<file path="src/hdl/lcb_pkg.sv">
// Shared types and codes for the least-connections balancer.
// Used by lcb_slot_file, lcb_engine and least_connections_balancer_core.
`timescale 1ns / 1ps

package lcb_pkg;

	// Request opcodes
	localparam logic [1:0] CMD_PICK       = 2'd0;
	localparam logic [1:0] CMD_CONNECT    = 2'd1;
	localparam logic [1:0] CMD_DISCONNECT = 2'd2;
	localparam logic [1:0] CMD_HEALTH     = 2'd3;

	// Response status codes
	localparam logic [2:0] ST_PICKED    = 3'd0;
	localparam logic [2:0] ST_NONE      = 3'd1;
	localparam logic [2:0] ST_MATCHED   = 3'd2;
	localparam logic [2:0] ST_UNMATCHED = 3'd3;
	localparam logic [2:0] ST_HEALTH    = 3'd4;
	localparam logic [2:0] ST_BADSLOT   = 3'd5;

	// Configuration register indexes
	localparam logic [2:0] REG_SLOT_LIMIT = 3'd0;
	localparam logic [2:0] REG_PORT_0     = 3'd1;
	localparam logic [2:0] REG_PORT_1     = 3'd2;
	localparam logic [2:0] REG_PORT_2     = 3'd3;
	localparam logic [2:0] REG_PORT_3     = 3'd4;

	localparam int PORT_REGS = 4;

	// Slot update operations
	localparam logic [1:0] OP_NONE   = 2'd0;
	localparam logic [1:0] OP_INC    = 2'd1;
	localparam logic [1:0] OP_DEC    = 2'd2;
	localparam logic [1:0] OP_HEALTH = 2'd3;

	typedef struct packed {
		logic [1:0]  cmd;
		logic [15:0] event_port;
		logic [1:0]  slot_index;
		logic        reachable;
	} req_t;

	typedef struct packed {
		logic [2:0]  status;
		logic [1:0]  chosen_slot;
		logic [15:0] slot_connections;
	} rsp_t;

	// Update control from the sequencer to the slot file
	typedef struct packed {
		logic       en;
		logic [1:0] op;
		logic       up;
	} upd_t;

endpackage

</file>
<file path="src/hdl/least_connections_balancer_core.sv">
// Least-connections balancer top level: config registers, request intake, response register.
// Depends on lcb_pkg, lcb_engine and lcb_slot_file.
`timescale 1ns / 1ps

// Keeps a 16-bit connection count and an alive flag for each of NUM_SLOTS server slots.
// A pick request returns the alive active slot with the fewest connections (lowest index
// on ties); connect and disconnect requests find the first active slot whose report port
// matches, and bump its count up (saturating) or down (floored at zero); a health request
// writes a slot's alive flag and clears its count on an alive-to-down change. The sequencer
// walks the slots one per cycle through a single shared comparator: a pick and an unmatched
// event visit all n active slots, n being the active slot count (the slot-count register
// capped at NUM_SLOTS), and an event that matches slot k stops there. A health request
// skips the scan, and skips the slot update too when its slot is not in use. One request
// is in flight at a time; a finished response waits in the output register, so the next
// request is taken while the response is still stalled, and a response stall only holds
// the sequencer once that register is occupied.
// Configuration must be written only while no request is in progress.
module least_connections_balancer_core #(
	parameter int NUM_SLOTS = 4
) (
	input  logic          clk,
	input  logic          arst_n,
	input  logic          req_valid,
	output logic          req_stall,
	input  lcb_pkg::req_t req,
	output logic          rsp_valid,
	input  logic          rsp_stall,
	output lcb_pkg::rsp_t rsp,
	input  logic          cfg_we,
	input  logic [2:0]    cfg_index,
	input  logic [15:0]   cfg_data
);

	localparam logic [2:0] MAX_N = 3'(NUM_SLOTS);

	logic [2:0]                                slot_limit_q;
	logic [lcb_pkg::PORT_REGS-1:0][15:0]       port_q;
	logic [2:0]                                active_n;
	logic                                      busy;
	logic                                      res_valid;
	lcb_pkg::rsp_t                             res;
	logic                                      res_take;
	logic                                      rsp_valid_q;
	lcb_pkg::rsp_t                             rsp_q;

	// Configuration registers
	always_ff @(posedge clk or negedge arst_n) begin
		if (!arst_n) begin
			slot_limit_q <= 3'd2;
			port_q[0]    <= 16'd5001;
			port_q[1]    <= 16'd5001;
			port_q[2]    <= 16'd0;
			port_q[3]    <= 16'd0;
		end else if (cfg_we) begin
			unique case (cfg_index)
				lcb_pkg::REG_SLOT_LIMIT: slot_limit_q <= cfg_data[2:0];
				lcb_pkg::REG_PORT_0:     port_q[0]    <= cfg_data;
				lcb_pkg::REG_PORT_1:     port_q[1]    <= cfg_data;
				lcb_pkg::REG_PORT_2:     port_q[2]    <= cfg_data;
				lcb_pkg::REG_PORT_3:     port_q[3]    <= cfg_data;
				default: ;
			endcase
		end
	end

	// Active slot count
	assign active_n = (slot_limit_q > MAX_N) ? MAX_N : slot_limit_q;

	assign req_stall = busy;

	lcb_engine #(
		.NUM_SLOTS(NUM_SLOTS)
	) u_engine (
		.clk      (clk),
		.arst_n   (arst_n),
		.start    (req_valid),
		.req      (req),
		.active_n (active_n),
		.ports    (port_q),
		.busy     (busy),
		.res_valid(res_valid),
		.res      (res),
		.res_take (res_take)
	);

	// Response register
	assign res_take = res_valid && (!rsp_valid_q || !rsp_stall);

	always_ff @(posedge clk or negedge arst_n) begin
		if (!arst_n) begin
			rsp_valid_q <= 1'b0;
		end else if (res_take) begin
			rsp_valid_q <= 1'b1;
		end else if (!rsp_stall) begin
			rsp_valid_q <= 1'b0;
		end
	end

	always_ff @(posedge clk) begin
		if (res_take) begin
			rsp_q <= res;
		end
	end

	assign rsp_valid = rsp_valid_q;
	assign rsp       = rsp_q;

	// An accepted request keeps the sequencer busy in the next cycle
	a_accept_busy: assert property (@(posedge clk) disable iff (!arst_n)
		req_valid && !req_stall |=> busy)
		else $error("accepted request did not start the sequencer");

	// A picked slot always lies inside the active range
	a_pick_range: assert property (@(posedge clk) disable iff (!arst_n)
		rsp_valid && rsp.status == lcb_pkg::ST_PICKED |-> {1'b0, rsp.chosen_slot} < active_n)
		else $error("picked slot outside active range");

	// Failure responses carry zero slot and count
	a_fail_zero: assert property (@(posedge clk) disable iff (!arst_n)
		rsp_valid && (rsp.status == lcb_pkg::ST_NONE || rsp.status == lcb_pkg::ST_UNMATCHED
		|| rsp.status == lcb_pkg::ST_BADSLOT)
		|-> rsp.chosen_slot == 2'd0 && rsp.slot_connections == 16'd0)
		else $error("failure response with nonzero fields");

endmodule

</file>
<file path="src/hdl/lcb_slot_file.sv">
// Per-slot connection counters and alive flags with one read and one update port.
// Depends on lcb_pkg.
`timescale 1ns / 1ps

module lcb_slot_file #(
	parameter int NUM_SLOTS = 4,
	parameter int IDX_W = 2
) (
	input  logic                clk,
	input  logic                arst_n,
	input  logic [IDX_W-1:0]    rd_idx,
	output logic [15:0]         rd_count,
	output logic                rd_alive,
	input  lcb_pkg::upd_t       upd,
	output logic [15:0]         nxt_count
);

	logic [15:0] counts_q [NUM_SLOTS];
	logic        alive_q  [NUM_SLOTS];

	// Read port; updates always target the slot being read
	assign rd_count = counts_q[rd_idx];
	assign rd_alive = alive_q[rd_idx];

	// New count for the addressed slot
	always_comb begin
		unique case (upd.op)
			lcb_pkg::OP_INC:    nxt_count = (rd_count != 16'hFFFF) ? rd_count + 16'd1 : rd_count;
			lcb_pkg::OP_DEC:    nxt_count = (rd_count != 16'd0) ? rd_count - 16'd1 : rd_count;
			lcb_pkg::OP_HEALTH: nxt_count = (rd_alive && !upd.up) ? 16'd0 : rd_count;
			default:            nxt_count = rd_count;
		endcase
	end

	// Storage
	always_ff @(posedge clk or negedge arst_n) begin
		if (!arst_n) begin
			for (int i = 0; i < NUM_SLOTS; i++) begin
				counts_q[i] <= 16'd0;
				alive_q[i]  <= 1'b1;
			end
		end else if (upd.en) begin
			counts_q[rd_idx] <= nxt_count;
			if (upd.op == lcb_pkg::OP_HEALTH) begin
				alive_q[rd_idx] <= upd.up;
			end
		end
	end

endmodule

</file>
<file path="src/hdl/lcb_engine.sv">
// Request sequencer: scans one slot per cycle through a shared 16-bit comparator
// as needed and applies at most one slot update. Depends on lcb_pkg and lcb_slot_file.
`timescale 1ns / 1ps

module lcb_engine #(
	parameter int NUM_SLOTS = 4
) (
	input  logic                                     clk,
	input  logic                                     arst_n,
	input  logic                                     start,
	input  lcb_pkg::req_t                            req,
	input  logic [2:0]                               active_n,
	input  logic [lcb_pkg::PORT_REGS-1:0][15:0]      ports,
	output logic                                     busy,
	output logic                                     res_valid,
	output lcb_pkg::rsp_t                            res,
	input  logic                                     res_take
);

	localparam int IDX_W = (NUM_SLOTS > 1) ? $clog2(NUM_SLOTS) : 1;
	localparam int CNT_W = $clog2(NUM_SLOTS + 1);

	localparam logic [1:0] S_IDLE = 2'd0;
	localparam logic [1:0] S_SCAN = 2'd1;
	localparam logic [1:0] S_UPD  = 2'd2;
	localparam logic [1:0] S_DONE = 2'd3;

	logic [1:0]       state_q;
	lcb_pkg::req_t    req_q;
	logic [2:0]       n_q;
	logic [CNT_W-1:0] idx_q;
	logic [IDX_W-1:0] tgt_q;
	logic             found_q;
	logic [IDX_W-1:0] best_q;
	logic [15:0]      best_cnt_q;
	lcb_pkg::rsp_t    res_q;

	logic [IDX_W-1:0] rd_idx;
	logic [15:0]      rd_count;
	logic             rd_alive;
	logic [15:0]      nxt_count;
	lcb_pkg::upd_t    upd;
	logic             is_pick;
	logic             scan_end;
	logic [15:0]      cmp_a;
	logic [15:0]      cmp_b;
	logic             cmp_lt;
	logic             cmp_eq;

	lcb_slot_file #(
		.NUM_SLOTS(NUM_SLOTS),
		.IDX_W    (IDX_W)
	) u_slots (
		.clk      (clk),
		.arst_n   (arst_n),
		.rd_idx   (rd_idx),
		.rd_count (rd_count),
		.rd_alive (rd_alive),
		.upd      (upd),
		.nxt_count(nxt_count)
	);

	assign is_pick  = (req_q.cmd == lcb_pkg::CMD_PICK);
	assign scan_end = (3'(idx_q) == n_q);
	assign rd_idx   = (state_q == S_UPD) ? tgt_q : IDX_W'(idx_q);

	// Shared comparator: count against best for picks, port against event port
	assign cmp_a  = is_pick ? rd_count : ports[2'(idx_q)];
	assign cmp_b  = is_pick ? best_cnt_q : req_q.event_port;
	assign cmp_lt = (cmp_a < cmp_b);
	assign cmp_eq = (cmp_a == cmp_b);

	// Slot update request
	always_comb begin
		upd.en = (state_q == S_UPD);
		upd.up = req_q.reachable;
		unique case (req_q.cmd)
			lcb_pkg::CMD_CONNECT:    upd.op = lcb_pkg::OP_INC;
			lcb_pkg::CMD_DISCONNECT: upd.op = lcb_pkg::OP_DEC;
			lcb_pkg::CMD_HEALTH:     upd.op = lcb_pkg::OP_HEALTH;
			default:                 upd.op = lcb_pkg::OP_NONE;
		endcase
	end

	// Sequencer control
	always_ff @(posedge clk or negedge arst_n) begin
		if (!arst_n) begin
			state_q <= S_IDLE;
		end else begin
			unique case (state_q)
				S_IDLE: begin
					if (start) begin
						if (req.cmd == lcb_pkg::CMD_HEALTH) begin
							state_q <= ({1'b0, req.slot_index} < active_n) ? S_UPD : S_DONE;
						end else begin
							state_q <= S_SCAN;
						end
					end
				end
				S_SCAN: begin
					if (scan_end) begin
						state_q <= S_DONE;
					end else if (!is_pick && cmp_eq) begin
						state_q <= S_UPD;
					end
				end
				S_UPD: state_q <= S_DONE;
				S_DONE: begin
					if (res_take) begin
						state_q <= S_IDLE;
					end
				end
				default: state_q <= S_IDLE;
			endcase
		end
	end

	// Working registers and result
	always_ff @(posedge clk) begin
		unique case (state_q)
			S_IDLE: begin
				if (start) begin
					req_q   <= req;
					n_q     <= active_n;
					idx_q   <= '0;
					found_q <= 1'b0;
					best_q  <= '0;
					tgt_q   <= IDX_W'(req.slot_index);
					res_q   <= '{status: lcb_pkg::ST_BADSLOT, chosen_slot: 2'd0,
						slot_connections: 16'd0};
				end
			end
			S_SCAN: begin
				if (scan_end) begin
					if (is_pick && found_q) begin
						res_q <= '{status: lcb_pkg::ST_PICKED, chosen_slot: 2'(best_q),
							slot_connections: best_cnt_q};
					end else begin
						res_q <= '{status: is_pick ? lcb_pkg::ST_NONE : lcb_pkg::ST_UNMATCHED,
							chosen_slot: 2'd0, slot_connections: 16'd0};
					end
				end else begin
					idx_q <= idx_q + CNT_W'(1);
					if (is_pick) begin
						if (rd_alive && (!found_q || cmp_lt)) begin
							found_q    <= 1'b1;
							best_q     <= IDX_W'(idx_q);
							best_cnt_q <= rd_count;
						end
					end else if (cmp_eq) begin
						tgt_q <= IDX_W'(idx_q);
					end
				end
			end
			S_UPD: begin
				res_q <= '{status: (req_q.cmd == lcb_pkg::CMD_HEALTH) ? lcb_pkg::ST_HEALTH
					: lcb_pkg::ST_MATCHED, chosen_slot: 2'(tgt_q), slot_connections: nxt_count};
			end
			default: ;
		endcase
	end

	assign busy      = (state_q != S_IDLE);
	assign res_valid = (state_q == S_DONE);
	assign res       = res_q;

endmodule
</file>
<file path="config.mk">
export PLATFORM = sky130hd
export DESIGN_NAME = least_connections_balancer_core
export DESIGN_NICKNAME = d
export VERILOG_FILES = /design/src/hdl/lcb_pkg.sv /design/src/hdl/least_connections_balancer_core.sv /design/src/hdl/lcb_slot_file.sv /design/src/hdl/lcb_engine.sv
export SDC_FILE = /design/constraint.sdc
export NUM_CORES = 1
export LEC_CHECK = 0
export BUFFER_PORTS_ARGS = -buffer_cell sky130_fd_sc_hd__buf_2
export CAP_MARGIN = 25
export CORE_AREA = 8 8 161 163
export CTS_CLUSTER_DIAMETER = 120
export DETAILED_ROUTE_END_ITERATION = 12
export DIE_AREA = 0 0 169 171
export PLACE_DENSITY = 0.74
export SYNTH_ARGS = -nofsm -noshare
export SYNTH_HDL_FRONTEND = slang
export SYNTH_SLANG_ARGS = --single-unit
</file>
<file path="constraint.sdc">
create_clock -name clk -period 4.8 [get_ports clk]
set_input_delay 0.96 -clock clk [delete_from_list [all_inputs] [get_ports clk]]
set_output_delay 0.96 -clock clk [all_outputs]
set_load 0.03 [all_outputs]
</file>
==> results.md <==
Status:
- The run finished with clean final reports.

Floorplan:
- The floorplan step defined a die boundary enclosing 0.0289 mm².
- After floorplanning, the core was sized to cover 0.0233 mm².
- The floorplan has 56 rows.
- The I/O pin count is 68.
- The die is 169 µm wide.
- From bottom edge to top edge, the die measures 171 µm.
- The effective utilization at floorplan is 49.1%.

Timing:
- Setup total negative slack on the finished layout was measured at 0 ns.
- Setup violations remaining at the end of the flow were counted as 0.
- The number of hold violations in the final report is 0.
- The worst pin sits at a relative slew slack of 34.7%.
- For this run, the top clock speed supported by timing is 222 MHz.
- Between clock sinks in the finished design, the worst skew comes to 0.0170 ns.
- The final-report max-slew violation count is 0.
- Hold is met by 0.418 ns.
- Setup repair after global routing left no endpoint under its margin.
- The worst path meets setup with 0.290 ns of slack.
- For the pin with the worst max-slew slack, the measured transition is 0.976 ns.
- After layout, the minimum clock period comes to 4.51 ns.
- Dividing the final minimum period by the clock period gives 94.0%.

Finish:
- The post-layout net count is 1,106.
- In the layout the commonest cells are sky130_fd_sc_hd__nand2_1 (134), sky130_fd_sc_hd__dfrtp_1 (121), sky130_fd_sc_hd__mux2_2 (89), sky130_fd_sc_hd__edfxtp_1 (88), sky130_fd_sc_hd__o21ai_0 (78).
- From synthesis to final layout, the design area changed by 15.0%.
- Of the cells placed in the final design, the portion with a size suffix greater than 1 is 28.8%.
- The antenna diode count is 0.
- The end-of-flow core utilization is 56.5%.
- The commonest non-fill, non-tap cell in the layout is sky130_fd_sc_hd__nand2_1.

Place:
- The count of buffers from port buffering is 67.
- Routability-driven placement finished with a final weighted congestion of 0.947.
- Before CTS, the worst setup slack after placement is 0.331 ns.
- The HPWL after detailed placement is 21,700 µm.

Synth:
- After technology mapping, the gate count stands at 956.
- The number of enable flip-flop cells after synthesis is 88.
- The proportion of register bits with asynchronous set or reset after synthesis is 61.1%.
- The flip-flop cell with the highest count after synthesis is sky130_fd_sc_hd__dfrtp_1.
- Counting every net in the synthesized netlist gives 1,027.
- The mapped cell area is 0.0114 mm².
- During synthesis, Yosys emitted a total of 0 warnings.
- The distinct cell type count after synthesis is 77.
- Dividing the synthesized area by the synthesized cell count gives 11.9 µm².
- The post-synthesis sequential element count is 226.
- Sequential cells were found to cover 53.6% of the synthesized design area.

Critical path:
- The critical path launch point is u_engine.state_q[0].
- Of all nets on the critical path, the largest fanout is 13.
- For the worst flop-to-flop path, the logic depth is 13.
- STA classifies the critical path startpoint as a flop.
- The kind of end point of the critical path is a flop.
- The arrival time reported for the critical path endpoint is 4.78 ns.
- For the worst setup path, the data required time is 5.07 ns.
- The setup path with the least slack is of type flop to flop.
- In this run the critical register-to-register path is launched from u_engine.state_q[0].

Detailed routing:
- After detailed routing, the number of remaining DRC violations is 0.
- For this block, the initial DRC count from the detailed router was 683.
- Dividing the detail-routed wire length by the instance count gives 21.9 µm.
- The total detailed-routing wirelength is 30,100 µm.
- The detailed-route vias per instance is 5.87.
- The detailed-routing iteration count for the pre-antenna-repair pass is 5.
- The residual antenna-violating net count after detailed routing is 0.
- The final route contains 8,066 vias.

Clock network:
- The clock latency on the worst-skew pair is 0.53 ns.
- Buffers added to address setup during post-CTS repair amount to 0.
- The number of buffers created by CTS is 25.
- TritonCTS built the clock tree.
- In this run, post-CTS repair resized a total of 0 instances.
- The post-cts hold buffer count is 0.
- Clock-pin slew was measured on the worst setup and hold paths at 0.07 ns.
- The maximum clock insertion buffer count is 3.
- The CTS H-tree depth is 1.
- The cell sitting at the root of the clock tree is a sky130_fd_sc_hd__clkbuf_16.
- The number of clock sinks is 226.

GRT:
- The first global-routing pass estimated 46,500 µm of wire.
- The overflow left after global routing is 0.
- The global-route usage over all layers is 20.7%.
- The number of global-route vias before repair was 8,257.
- Entering global routing, the biggest net connects 77 pins.
- The initial antenna violation count is 0.

Pwr:
- Cell internal power was estimated by the tool at 0.00550 W.
- The combinational group share of total power is 45.8%.
- The power per cell area is 707 mW/mm².
- The clock network fraction of design power is 21.3%.
- The worst-case IR drop observed on VDD is 0.364 mV.
- The fraction of power consumed by sequential logic is 32.9%.
- The static leakage is 5.43 nW.
- Summed over all nets, the switching power comes to 0.00379 W.
- Net switching is 40.8% of the power.

Hold path:
- The min-delay analysis places its worst path in the category flop to flop.
- The source of the worst hold timing path is u_engine.res[10].
- The worst hold path passes through 0 cells.

Flow run:
- Max-cap violations in this run came to 0.
==> through the flow <==
| stage | instances | instance area [µm²] | total power (W) |
|---|---|---|---|
| 2_1_floorplan | 956 | 11400 | 0.00592 |
| 3_3_place_gp | 1322 | 12200 | 0.00710 |
| 3_5_place_dp | 1324 | 12200 | 0.00722 |
| 4_1_cts | 1370 | 13100 | 0.00923 |
| 5_1_grt | 1373 | 13100 | 0.00977 |
| 6_report | 1373 | 13100 | 0.00929 |
==> routing by layer <==
metal  track usage [%]  wire [µm]  vias up
li1                  -          -     3666
met1              27.6      12500     3971
met2              33.2      14000      367
met3              4.47       2570       62
met4              7.08        930        0
met5                 0          0        -
==> cells in the mapped netlist (2+ instances only) <==
library cell | number | area [µm²]
sky130_fd_sc_hd__a211oi_1 | 4 | 30.0
sky130_fd_sc_hd__and2_1 | 7 | 43.8
sky130_fd_sc_hd__o31ai_1 | 4 | 30.0
sky130_fd_sc_hd__nand4_1 | 5 | 31.3
sky130_fd_sc_hd__mux4_2 | 33 | 743
sky130_fd_sc_hd__nor2b_1 | 8 | 50.1
sky130_fd_sc_hd__ha_1 | 26 | 325
sky130_fd_sc_hd__dfrtp_1 | 121 | 3030
sky130_fd_sc_hd__mux2i_1 | 34 | 340
sky130_fd_sc_hd__inv_1 | 31 | 116
sky130_fd_sc_hd__buf_2 | 3 | 15.0
sky130_fd_sc_hd__buf_4 | 3 | 22.5
sky130_fd_sc_hd__nand2b_1 | 10 | 62.6
sky130_fd_sc_hd__o21ai_0 | 78 | 390
sky130_fd_sc_hd__a21boi_0 | 3 | 22.5
sky130_fd_sc_hd__nor3_1 | 9 | 45.0
sky130_fd_sc_hd__o211ai_1 | 4 | 30.0
sky130_fd_sc_hd__buf_1 | 4 | 15.0
sky130_fd_sc_hd__dfstp_2 | 17 | 447
sky130_fd_sc_hd__o22ai_1 | 3 | 18.8
sky130_fd_sc_hd__mux2_2 | 89 | 1000
sky130_fd_sc_hd__buf_6 | 3 | 33.8
sky130_fd_sc_hd__clkbuf_1 | 36 | 135
sky130_fd_sc_hd__xnor2_1 | 10 | 87.6
sky130_fd_sc_hd__o21a_1 | 2 | 15.0
sky130_fd_sc_hd__a31oi_1 | 7 | 43.8
sky130_fd_sc_hd__o21ai_1 | 2 | 10.0
sky130_fd_sc_hd__a21o_1 | 8 | 60.1
sky130_fd_sc_hd__a2111oi_0 | 2 | 17.5
sky130_fd_sc_hd__nand2_1 | 134 | 503
sky130_fd_sc_hd__and3_1 | 9 | 56.3
sky130_fd_sc_hd__nor4_1 | 4 | 25.0
sky130_fd_sc_hd__xor2_1 | 2 | 17.5
sky130_fd_sc_hd__nand3_2 | 2 | 20.0
sky130_fd_sc_hd__nand3_1 | 21 | 105
sky130_fd_sc_hd__nor3b_1 | 2 | 15.0
sky130_fd_sc_hd__a32oi_1 | 3 | 26.3
sky130_fd_sc_hd__edfxtp_1 | 88 | 2640
sky130_fd_sc_hd__a221oi_2 | 3 | 45.0
sky130_fd_sc_hd__a32o_1 | 4 | 40.0
sky130_fd_sc_hd__nor2_1 | 58 | 218
sky130_fd_sc_hd__a21oi_1 | 25 | 125
==> kinds of logic (layout without fill, tap and decap cells) <==
| group | count (synthesis) | in the layout | synth area share (%) |
|---|---|---|---|
| xor+xnor | 13 | 13 | 1.06 |
| mux | 158 | 158 | 18.6 |
| buf+inv | 82 | 180 | 3.04 |
| compound gates | 170 | 170 | 9.48 |
| flops | 226 | 226 | 53.6 |
| simple gates | 281 | 281 | 11.4 |
| fa+ha+maj | 26 | 26 | 2.85 |
==> state kept, by name, summed over array words and instances, names as in the netlist <==
name / flops
port_q: 64
u_engine.u_slots.counts_q: 64
rsp: 21
u_engine.res: 21
u_engine.req_q: 19
u_engine.best_cnt_q: 16
u_engine.u_slots.alive_q: 4
slot_limit_q: 3
u_engine.idx_q: 3
u_engine.n_q: 3
u_engine.best_q: 2
u_engine.state_q: 2
u_engine.tgt_q: 2
rsp_valid: 1
u_engine.found_q: 1
==> worst paths after layout <==
path / slack [ns] / to
max in group asynchronous: 3.38 / u_engine.u_slots.alive_q[1]
worst max register to register: 0.29 / u_engine.res[14]
worst min-delay path: 0.42 / rsp[10]
worst min register to register: 0.42 / rsp[10]
min in group asynchronous: 0.45 / u_engine.u_slots.counts_q[20]
worst max-delay path: 0.29 / u_engine.res[14]
==> worst max-delay path, cell delays in order (launching register included) <==
cell and delay (ns):
sky130_fd_sc_hd__dfrtp_1 0.40, sky130_fd_sc_hd__inv_1 0.16, sky130_fd_sc_hd__ha_1 0.27, sky130_fd_sc_hd__buf_4 0.22, sky130_fd_sc_hd__mux2_1 0.56, sky130_fd_sc_hd__mux4_2 0.62
sky130_fd_sc_hd__clkinv_2 0.14, sky130_fd_sc_hd__nand3_4 0.10, sky130_fd_sc_hd__nor4_4 0.49, sky130_fd_sc_hd__and2_1 0.25, sky130_fd_sc_hd__nor2b_1 0.19, sky130_fd_sc_hd__mux2_2 0.35
sky130_fd_sc_hd__a21oi_1 0.33, sky130_fd_sc_hd__o21ai_0 0.16
==> layout make-up <==
cell class / count / area (µm²)
timing repair buffer: 101 / 672
sequential: 226 / 6120
tap: 319 / 399
multi-input combinational: 648 / 4960
clock inverter: 17 / 178
clock buffer: 29 / 682
fill: 1951 / 10100
inverter: 33 / 125
==> power by group through the flow <==
| stage | combinational (W) | clock [W] | sequential [W] |
|---|---|---|---|
| after global placement | 0.00405 | 0 | 0.00306 |
| final | 0.00425 | 0.00197 | 0.00306 |
| after CTS | 0.00417 | 0.00201 | 0.00305 |
| after floorplan | 0.00287 | 0 | 0.00305 |
| after global routing | 0.00459 | 0.00207 | 0.00311 |
| after detailed placement | 0.00414 | 0 | 0.00308 |
Power figures use the tool's default switching activity.
